File: src/rtl/plg_pkg.sv
`timescale 1ns / 1ps

package plg_pkg;

    localparam int unsigned MAX_WINDOW  = 64;
    localparam int unsigned LFSR_PERIOD = 255;
    localparam int unsigned SEED_MOD    = 254;
    localparam int unsigned WALK_STRIDE = 7;
    localparam int unsigned RETRY_LIMIT = 255;
    localparam int unsigned FC_BYTES    = 4;

    typedef enum logic [2:0] {
        S_IDLE,
        S_MOD,
        S_PICK,
        S_LOAD,
        S_STEP,
        S_FINISH
    } t_state;

    typedef struct packed {
        logic        start;
        logic [31:0] seed_src;
        logic [31:0] walk_src;
    } t_mod_ctl;

    typedef struct packed {
        logic       busy;
        logic [7:0] seed_rem;
        logic [7:0] walk_rem;
    } t_mod_sts;

    typedef struct packed {
        logic       load;
        logic [7:0] seed;
        logic [7:0] steps;
    } t_lfsr_ctl;

    typedef struct packed {
        logic       busy;
        logic [7:0] value;
    } t_lfsr_sts;

endpackage

File: src/rtl/plg_ifs.sv
`timescale 1ns / 1ps

interface plg_item_if;
    logic        valid;
    logic        ready;
    logic [31:0] frame_counter;
    logic [6:0]  window_size;
    logic [2:0]  code_rate;
    logic [6:0]  degree;

    modport source (
        output valid, frame_counter, window_size, code_rate, degree,
        input  ready
    );
    modport sink (
        input  valid, frame_counter, window_size, code_rate, degree,
        output ready
    );
endinterface

interface plg_res_if;
    logic        valid;
    logic        ready;
    logic [63:0] parity_line;
    logic        gave_up;

    modport source (
        output valid, parity_line, gave_up,
        input  ready
    );
    modport sink (
        input  valid, parity_line, gave_up,
        output ready
    );
endinterface

File: src/rtl/parity_line_generator.sv
`timescale 1ns / 1ps

// Channel  Dir  Fields
// i_item   in   frame_counter[31:0], window_size[6:0], code_rate[2:0], degree[6:0]
// o_res    out  parity_line[63:0], gave_up
//
// Accept starts the seed/walk residue pass (one frame-counter byte a cycle);
// each pick loads the LFSR and steps it idx times per draw, idx < 255
// being the walk index; a finished line then moves to the output register.
// The single LFSR stepper, shared by every draw, dominates the worst case.
// Reset is synchronous, active low; i_item is ready only between lines, and a
// finished line waits in the output register while the next word is worked on.
module parity_line_generator (
    input  logic   i_clk,
    input  logic   i_rst_n,
    plg_item_if.sink   i_item,
    plg_res_if.source  o_res
);
    import plg_pkg::*;

    t_state      r_state, n_state;
    logic [63:0] r_line, n_line;
    logic [7:0]  r_mask, n_mask;
    logic [6:0]  r_deg, n_deg;
    logic [6:0]  r_ones, n_ones;
    logic [7:0]  r_retry, n_retry;
    logic [7:0]  r_idx, n_idx;
    logic [7:0]  r_walk, n_walk;
    logic [7:0]  r_seed, n_seed;
    logic        r_gave, n_gave;
    logic        r_out_valid, n_out_valid;
    logic [63:0] r_out_line, n_out_line;
    logic        r_out_gave, n_out_gave;

    t_mod_ctl    mod_ctl;
    t_mod_sts    mod_sts;
    t_lfsr_ctl   lfsr_ctl;
    t_lfsr_sts   lfsr_sts;

    logic [6:0]  w_clamp;
    logic [7:0]  pos;
    logic [8:0]  idx_sum;
    logic [7:0]  idx_next;

    plg_modred u_modred (
        .i_clk   (i_clk),
        .i_rst_n (i_rst_n),
        .i_ctl   (mod_ctl),
        .o_sts   (mod_sts)
    );

    plg_lfsr u_lfsr (
        .i_clk   (i_clk),
        .i_rst_n (i_rst_n),
        .i_ctl   (lfsr_ctl),
        .o_sts   (lfsr_sts)
    );

    always_ff @(posedge i_clk) begin
        if (!i_rst_n) begin
            r_state     <= S_IDLE;
            r_line      <= '0;
            r_ones      <= '0;
            r_deg       <= '0;
            r_retry     <= '0;
            r_idx       <= '0;
            r_walk      <= '0;
            r_seed      <= 8'd1;
            r_gave      <= 1'b0;
            r_out_valid <= 1'b0;
        end else begin
            r_state     <= n_state;
            r_line      <= n_line;
            r_ones      <= n_ones;
            r_deg       <= n_deg;
            r_retry     <= n_retry;
            r_idx       <= n_idx;
            r_walk      <= n_walk;
            r_seed      <= n_seed;
            r_gave      <= n_gave;
            r_out_valid <= n_out_valid;
        end
        r_mask     <= n_mask;
        r_out_line <= n_out_line;
        r_out_gave <= n_out_gave;
    end

    assign w_clamp = (i_item.window_size > 7'(MAX_WINDOW)) ? 7'(MAX_WINDOW)
                                                            : i_item.window_size;
    assign pos      = lfsr_sts.value & r_mask;
    assign idx_sum  = {1'b0, r_idx} + 9'(WALK_STRIDE);
    assign idx_next = (idx_sum >= 9'(LFSR_PERIOD)) ? 8'(idx_sum - 9'(LFSR_PERIOD))
                                                   : idx_sum[7:0];

    assign i_item.ready = (r_state == S_IDLE);

    always_comb begin
        n_state     = r_state;
        n_line      = r_line;
        n_mask      = r_mask;
        n_deg       = r_deg;
        n_ones      = r_ones;
        n_retry     = r_retry;
        n_idx       = r_idx;
        n_walk      = r_walk;
        n_seed      = r_seed;
        n_gave      = r_gave;
        n_out_valid = r_out_valid && !o_res.ready;
        n_out_line  = r_out_line;
        n_out_gave  = r_out_gave;

        mod_ctl.start    = 1'b0;
        mod_ctl.seed_src = i_item.frame_counter + {26'd0, i_item.code_rate, 3'b000};
        mod_ctl.walk_src = i_item.frame_counter;
        lfsr_ctl.load    = 1'b0;
        lfsr_ctl.seed    = r_seed;
        lfsr_ctl.steps   = r_idx;

        unique case (r_state)
            S_IDLE: begin
                if (i_item.valid) begin
                    n_mask        = {1'b0, w_clamp} - 8'd1;
                    n_deg         = (i_item.degree > w_clamp) ? w_clamp : i_item.degree;
                    n_line        = '0;
                    n_ones        = '0;
                    n_retry       = '0;
                    n_gave        = 1'b0;
                    mod_ctl.start = 1'b1;
                    n_state       = S_MOD;
                end
            end
            S_MOD: begin
                if (!mod_sts.busy) begin
                    n_seed  = mod_sts.seed_rem + 8'd1;
                    n_walk  = mod_sts.walk_rem;
                    n_state = S_PICK;
                end
            end
            S_PICK: begin
                if (r_ones < r_deg) begin
                    n_idx   = r_walk;
                    n_retry = '0;
                    n_state = S_LOAD;
                end else begin
                    n_state = S_FINISH;
                end
            end
            S_LOAD: begin
                lfsr_ctl.load = 1'b1;
                n_state       = S_STEP;
            end
            S_STEP: begin
                if (!lfsr_sts.busy) begin
                    if (r_line[pos[5:0]]) begin
                        if (r_retry == 8'(RETRY_LIMIT)) begin
                            n_gave  = 1'b1;
                            n_state = S_FINISH;
                        end else begin
                            // taken: walk on by the stride and draw again
                            n_retry = r_retry + 8'd1;
                            n_idx   = idx_next;
                            n_state = S_LOAD;
                        end
                    end else begin
                        n_line[pos[5:0]] = 1'b1;
                        n_walk           = pos;
                        n_ones           = r_ones + 7'd1;
                        n_state          = S_PICK;
                    end
                end
            end
            S_FINISH: begin
                // hold until the output register is free
                if (!r_out_valid || o_res.ready) begin
                    n_out_valid = 1'b1;
                    n_out_line  = r_line;
                    n_out_gave  = r_gave;
                    n_state     = S_IDLE;
                end
            end
            default: begin
                n_state = S_IDLE;
            end
        endcase
    end

    assign o_res.valid       = r_out_valid;
    assign o_res.parity_line = r_out_line;
    assign o_res.gave_up     = r_out_gave;

`ifndef SYNTH
    a_accept_starts: assert property (@(posedge i_clk) disable iff (!i_rst_n)
        i_item.valid && i_item.ready |=> r_state == S_MOD)
        else $error("accepted word did not start residue pass");

    a_ones_match: assert property (@(posedge i_clk) disable iff (!i_rst_n)
        $countones(r_line) == 32'(r_ones))
        else $error("line bit count differs from placed count");

    a_deg_bound: assert property (@(posedge i_clk) disable iff (!i_rst_n)
        r_ones <= r_deg)
        else $error("more ones placed than degree");

    a_finish_loads: assert property (@(posedge i_clk) disable iff (!i_rst_n)
        r_state == S_FINISH && (!r_out_valid || o_res.ready)
        |=> r_out_valid && r_state == S_IDLE)
        else $error("finished line not moved to output");
`endif

endmodule

File: src/rtl/plg_modred.sv
`timescale 1ns / 1ps

module plg_modred (
    input  logic               i_clk,
    input  logic               i_rst_n,
    input  plg_pkg::t_mod_ctl  i_ctl,
    output plg_pkg::t_mod_sts  o_sts
);
    import plg_pkg::*;

    logic [31:0] r_sa, n_sa;
    logic [31:0] r_sb, n_sb;
    logic [7:0]  r_ra, n_ra;
    logic [7:0]  r_rb, n_rb;
    logic [1:0]  r_cnt, n_cnt;
    logic        r_busy, n_busy;
    logic [9:0]  ta;
    logic [8:0]  tb;

    always_ff @(posedge i_clk) begin
        if (!i_rst_n) begin
            r_busy <= 1'b0;
            r_cnt  <= '0;
        end else begin
            r_busy <= n_busy;
            r_cnt  <= n_cnt;
        end
        r_sa <= n_sa;
        r_sb <= n_sb;
        r_ra <= n_ra;
        r_rb <= n_rb;
    end

    always_comb begin
        n_sa   = r_sa;
        n_sb   = r_sb;
        n_ra   = r_ra;
        n_rb   = r_rb;
        n_cnt  = r_cnt;
        n_busy = r_busy;
        // 256 = 2 mod 254 and 1 mod 255: fold one byte a cycle, MSB first
        ta = {1'b0, r_ra, 1'b0} + {2'b00, r_sa[31:24]};
        if (ta >= 10'(2 * SEED_MOD)) begin
            ta = ta - 10'(2 * SEED_MOD);
        end else if (ta >= 10'(SEED_MOD)) begin
            ta = ta - 10'(SEED_MOD);
        end
        tb = {1'b0, r_rb} + {1'b0, r_sb[31:24]};
        if (tb >= 9'(LFSR_PERIOD)) begin
            tb = tb - 9'(LFSR_PERIOD);
        end
        if (i_ctl.start) begin
            n_sa   = i_ctl.seed_src;
            n_sb   = i_ctl.walk_src;
            n_ra   = '0;
            n_rb   = '0;
            n_cnt  = '0;
            n_busy = 1'b1;
        end else if (r_busy) begin
            n_ra  = ta[7:0];
            n_rb  = tb[7:0];
            n_sa  = {r_sa[23:0], 8'h00};
            n_sb  = {r_sb[23:0], 8'h00};
            n_cnt = r_cnt + 2'd1;
            if (r_cnt == 2'(FC_BYTES - 1)) begin
                n_busy = 1'b0;
            end
        end
    end

    assign o_sts.busy     = r_busy;
    assign o_sts.seed_rem = r_ra;
    assign o_sts.walk_rem = r_rb;

endmodule

File: src/rtl/plg_lfsr.sv
`timescale 1ns / 1ps

module plg_lfsr (
    input  logic               i_clk,
    input  logic               i_rst_n,
    input  plg_pkg::t_lfsr_ctl i_ctl,
    output plg_pkg::t_lfsr_sts o_sts
);
    import plg_pkg::*;

    logic [7:0] r_val, n_val;
    logic [7:0] r_left, n_left;
    logic       fb;

    always_ff @(posedge i_clk) begin
        if (!i_rst_n) begin
            r_val  <= 8'd1;
            r_left <= '0;
        end else begin
            r_val  <= n_val;
            r_left <= n_left;
        end
    end

    always_comb begin
        // x^8+x^6+x^5+x^4+1, shift right, feedback into bit 7
        fb     = r_val[0] ^ r_val[2] ^ r_val[3] ^ r_val[4];
        n_val  = r_val;
        n_left = r_left;
        if (i_ctl.load) begin
            n_val  = i_ctl.seed;
            n_left = i_ctl.steps;
        end else if (r_left != 8'd0) begin
            n_val  = {fb, r_val[7:1]};
            n_left = r_left - 8'd1;
        end
    end

    assign o_sts.busy  = (r_left != 8'd0);
    assign o_sts.value = r_val;

endmodule
File: src/flat_wrapper.sv
// flat-port wrapper written by rule: the top's interface ports become plain ports
module parity_line_generator_flat import plg_pkg::*;
  (i_clk, i_rst_n, i_item_valid, i_item_frame_counter, i_item_window_size, i_item_code_rate, i_item_degree, i_item_ready, o_res_valid, o_res_parity_line, o_res_gave_up, o_res_ready);
  plg_item_if i_item_i ();
  plg_res_if o_res_i ();
  input  logic i_clk;
  input  logic i_rst_n;
  input wire logic [$bits(i_item_i.valid)-1:0] i_item_valid;
  input wire logic [$bits(i_item_i.frame_counter)-1:0] i_item_frame_counter;
  input wire logic [$bits(i_item_i.window_size)-1:0] i_item_window_size;
  input wire logic [$bits(i_item_i.code_rate)-1:0] i_item_code_rate;
  input wire logic [$bits(i_item_i.degree)-1:0] i_item_degree;
  output wire logic [$bits(i_item_i.ready)-1:0] i_item_ready;
  output wire logic [$bits(o_res_i.valid)-1:0] o_res_valid;
  output wire logic [$bits(o_res_i.parity_line)-1:0] o_res_parity_line;
  output wire logic [$bits(o_res_i.gave_up)-1:0] o_res_gave_up;
  input wire logic [$bits(o_res_i.ready)-1:0] o_res_ready;
  assign i_item_i.valid = i_item_valid;
  assign i_item_i.frame_counter = i_item_frame_counter;
  assign i_item_i.window_size = i_item_window_size;
  assign i_item_i.code_rate = i_item_code_rate;
  assign i_item_i.degree = i_item_degree;
  assign i_item_ready = i_item_i.ready;
  assign o_res_valid = o_res_i.valid;
  assign o_res_parity_line = o_res_i.parity_line;
  assign o_res_gave_up = o_res_i.gave_up;
  assign o_res_i.ready = o_res_ready;
  parity_line_generator u_core (.i_clk(i_clk), .i_rst_n(i_rst_n), .i_item(i_item_i), .o_res(o_res_i));
endmodule
File: config.mk
export PLATFORM = sky130hd
export DESIGN_NAME = parity_line_generator_flat
export DESIGN_NICKNAME = d
export VERILOG_FILES = /design/src/rtl/plg_pkg.sv /design/src/rtl/plg_ifs.sv /design/src/rtl/parity_line_generator.sv /design/src/rtl/plg_modred.sv /design/src/rtl/plg_lfsr.sv /design/src/flat_wrapper.sv
export SDC_FILE = /design/constraint.sdc
export NUM_CORES = 1
export LEC_CHECK = 0
export BUFFER_PORTS_ARGS = -buffer_cell sky130_fd_sc_hd__buf_4
export CELL_PAD_IN_SITES_DETAIL_PLACEMENT = 0
export CELL_PAD_IN_SITES_GLOBAL_PLACEMENT = 1
export CORE_MARGIN = 2
export CORE_UTILIZATION = 41
export CTS_CLUSTER_SIZE = 12
export DETAILED_ROUTE_END_ITERATION = 7
export HOLD_SLACK_MARGIN = 0.08
export PLACE_DENSITY = 0.7
export SYNTH_ARGS = -nofsm -noshare
export SYNTH_HDL_FRONTEND = slang
export SYNTH_SLANG_ARGS = --single-unit
File: constraint.sdc
create_clock -name i_clk -period 17 [get_ports i_clk]
set_input_delay 0.85 -clock i_clk [delete_from_list [all_inputs] [get_ports i_clk]]
set_output_delay 0.85 -clock i_clk [all_outputs]
set_load 0.005 [all_outputs]
==> results.json <==
{
  "finalMaxSlewViolations": 0,
  "drt_iter0_drc": 696,
  "irDropWorstVdd_mv": 0.0939,
  "grtUsageTotal_pct": 19.1,
  "synth_cells": 1402,
  "yosysWarnings": 0,
  "reg2reg_slack_ps": 13060,
  "period_needed_ps": 3940,
  "synth_edf_count": 134,
  "nNetsFinal": 1595,
  "cts.sinks": 284,
  "yosys-top-cells-count": "nand2_1, dfxtp_1, edfxtp_1, nor2_1, o21ai_0",
  "min_to": "u_core.o_res.gave_up",
  "p_per_area_mw_per_mm2": 135,
  "numCtsBuffers": 34,
  "post-cts-setup-buffer-count": 0,
  "synth_top_cell_by_area": "edfxtp_1",
  "synth.top_cell.area_share_pct": 29.5,
  "antenna_found_initial": 1,
  "grt_max_degree": 79,
  "areaGrowthSynthToFinish_pct": 17.4,
  "layout-drive-gt1-share_pct": 13.5,
  "synth.area.top_cells": "edfxtp_1, dfxtp_1, nand2_1, ha_1, nor2_1",
  "gp_congestion": 0.834,
  "finClkSkew_ps": 26.4,
  "drt_pass1_iterations": 5,
  "vias_per_cell": 5.41,
  "rsz0062_at_grt": "false",
  "fp-row-count": 66,
  "drc": 0,
  "crit_fanout": 18,
  "startpoint_type": "flip-flop",
  "cts_tree": "built",
  "cts_hold_buf": 0,
  "status": "completed",
  "coreArea_mm2": 0.0326,
  "worst_pin_slew_ps": 1230,
  "grt_pass1_wl_mm": 54.3,
  "m1WireLength_mm": 15.2,
  "setup_tns_ps": 0,
  "critPathLaunch": "u_core.u_lfsr.r_val[0]",
  "reg2reg_depth": 8,
  "h-tree-depth": 2,
  "root_buffer": "clkbuf_16",
  "drv_cap": 0,
  "setup_viol": 0,
  "ys_seq_area_share_pct": 51.5,
  "ctsResizeCount": 0,
  "p_leak_nw": 6.07,
  "wl_per_cell_um": 17.1,
  "worstSetupPathType": "flip-flop to flip-flop",
  "io_pins": 120,
  "syn_area_per_cell_um2": 9.73,
  "route.met2.wl_mm": 16.3,
  "crit_required_ps": 17380,
  "diodes": 0,
  "hp-start": "u_core.r_gave",
  "vias": 10600,
  "crit_arrival_ps": 4320,
  "clock_path_buffers": 3,
  "yosysMostFrequentCell": "nand2_1",
  "max_slew_margin_pct": 17.2,
  "fp.dieArea_mm2": 0.0347,
  "wl_met3_mm": 1.42,
  "numPortBuffers": 119,
  "netlist_area_mm2": 0.0136,
  "r2r-start": "u_core.u_lfsr.r_val[0]",
  "post-route-period-util_pct": 23.2,
  "routed.top_layer": "met4",
  "antenna_left": 0,
  "crit_path_end_kind": "flip-flop",
  "dp_hpwl_mm": 23.7,
  "start_util_pct": 41.8,
  "grt_pass1_vias": 9948,
  "gr-total-overflow": 0,
  "holdPathStages": 0,
  "finalHoldViolations": 0,
  "async_flop_share_pct": 0,
  "clk_pin_slew_ps": 60,
  "synthFlopType": "dfxtp_1",
  "fillers": 3118,
  "syn_nets": 1501,
  "max_freq_mhz": 254,
  "die_h_um": 186,
  "clock_latency_ps": 520,
  "wirelength_mm": 33.6,
  "die_w_um": 186,
  "totalPowerFinal_mw": 2.16,
  "reg2reg_to": "u_core.r_retry[2]",
  "synth_cell_type_count": 78,
  "synth.ff_latch_count": 284,
  "holdCritPathClass": "flip-flop to flip-flop"
}
[power breakdown]
group	switching [mW]	internal (mW)
clock network	0.283	0.434
registers	0.0609	0.808
logic	0.340	0.235
[cell usage in the layout (no fill, tap or decap), types with 32 or more instances in the layout]
master / count
and3_1: 39
nor3_1: 32
a21oi_1: 52
dfxtp_1: 150
nor2_1: 100
nand2_1: 241
nand3_1: 34
ha_1: 43
buf_4: 131
o21ai_0: 73
edfxtp_1: 134
o21ai_1: 65
clkbuf_16: 35
xnor2_1: 39
[per-stage QoR]
stage	util [%]	worst slack, ps	hold slack (ps)	area, um2	instances
6_report	49.1	13060	454	16000	1964
5_1_grt	49.1	12790	467	16000	1964
4_1_cts	49.1	13100	459	16000	1964
3_5_place_dp	45.7	13130	449	14900	1902
3_3_place_gp	45.7	13080	446	14900	1902
2_1_floorplan	-	9300	409	13600	1402
[layout make-up]
type / count / area, um2 / share of cell area [%]
clock buffers: 50 / 942 / 5.88
flip-flops and latches: 284 / 7030 / 43.9
inverters: 36 / 135 / 0.844
repair buffers: 131 / 983 / 6.14
well taps: 442 / 553 / 3.45
clock inverters: 12 / 158 / 0.984
multi-input cells: 1009 / 6220 / 38.8
[worst max-delay path: stages, from the launching register on]
cell,delay [ps]
dfxtp_1,440
and2_1,750
mux4_2,390
nor2_1,50
a211oi_1,430
o211ai_2,220
nor4_2,1070
a21oi_1,170
a211o_1,300
[per-layer routing]
layer	vias up	GRT usage [%]
met5	-	0
met4	0	4.92
met3	51	2.67
met2	251	33.2
met1	5020	25.1
li1	5295	-
[kinds of logic after synthesis]
| kind of cell | count (synthesis) | share of synthesized area, % |
|---|---|---|
| AO/OA/AOI/OAI | 334 | 15.8 |
| multiplexers | 30 | 2.95 |
| AND/OR/NAND/NOR | 531 | 17.8 |
| adder cells (fa/ha/maj) | 47 | 4.46 |
| buffers and inverters | 109 | 3.13 |
| flip-flops | 284 | 51.5 |
| XOR/XNOR | 67 | 4.30 |
[state kept, by name, indices dropped and copies added (netlist names), 2 cells and up]
signal and count:
u_core.u_lfsr.r_left 8, u_core.r_line 64, u_core.u_modred.r_ra 8, u_core.r_seed 8, u_core.r_deg 7, u_core.r_retry 8, u_core.u_modred.r_rb 8, u_core.r_mask 8
u_core.r_idx 8, u_core.r_state 3, u_core.u_modred.r_cnt 2, u_core.r_walk 8, u_core.r_ones 7, u_core.u_lfsr.r_val 8, u_core.u_modred.r_sb 32, u_core.o_res.parity_line 64
u_core.u_modred.r_sa 29
[worst max path at each step]
stage / endpoint / slack (ps)
floorplan: u_core.o_res.gave_up / 9300
global placement: u_core.r_retry[6] / 13080
detailed placement: u_core.r_retry[2] / 13130
CTS: u_core.r_retry[2] / 13100
global route: u_core.r_retry[2] / 12790
finish: u_core.r_retry[2] / 13060
Note: power is estimated with default switching activity, not from simulation.
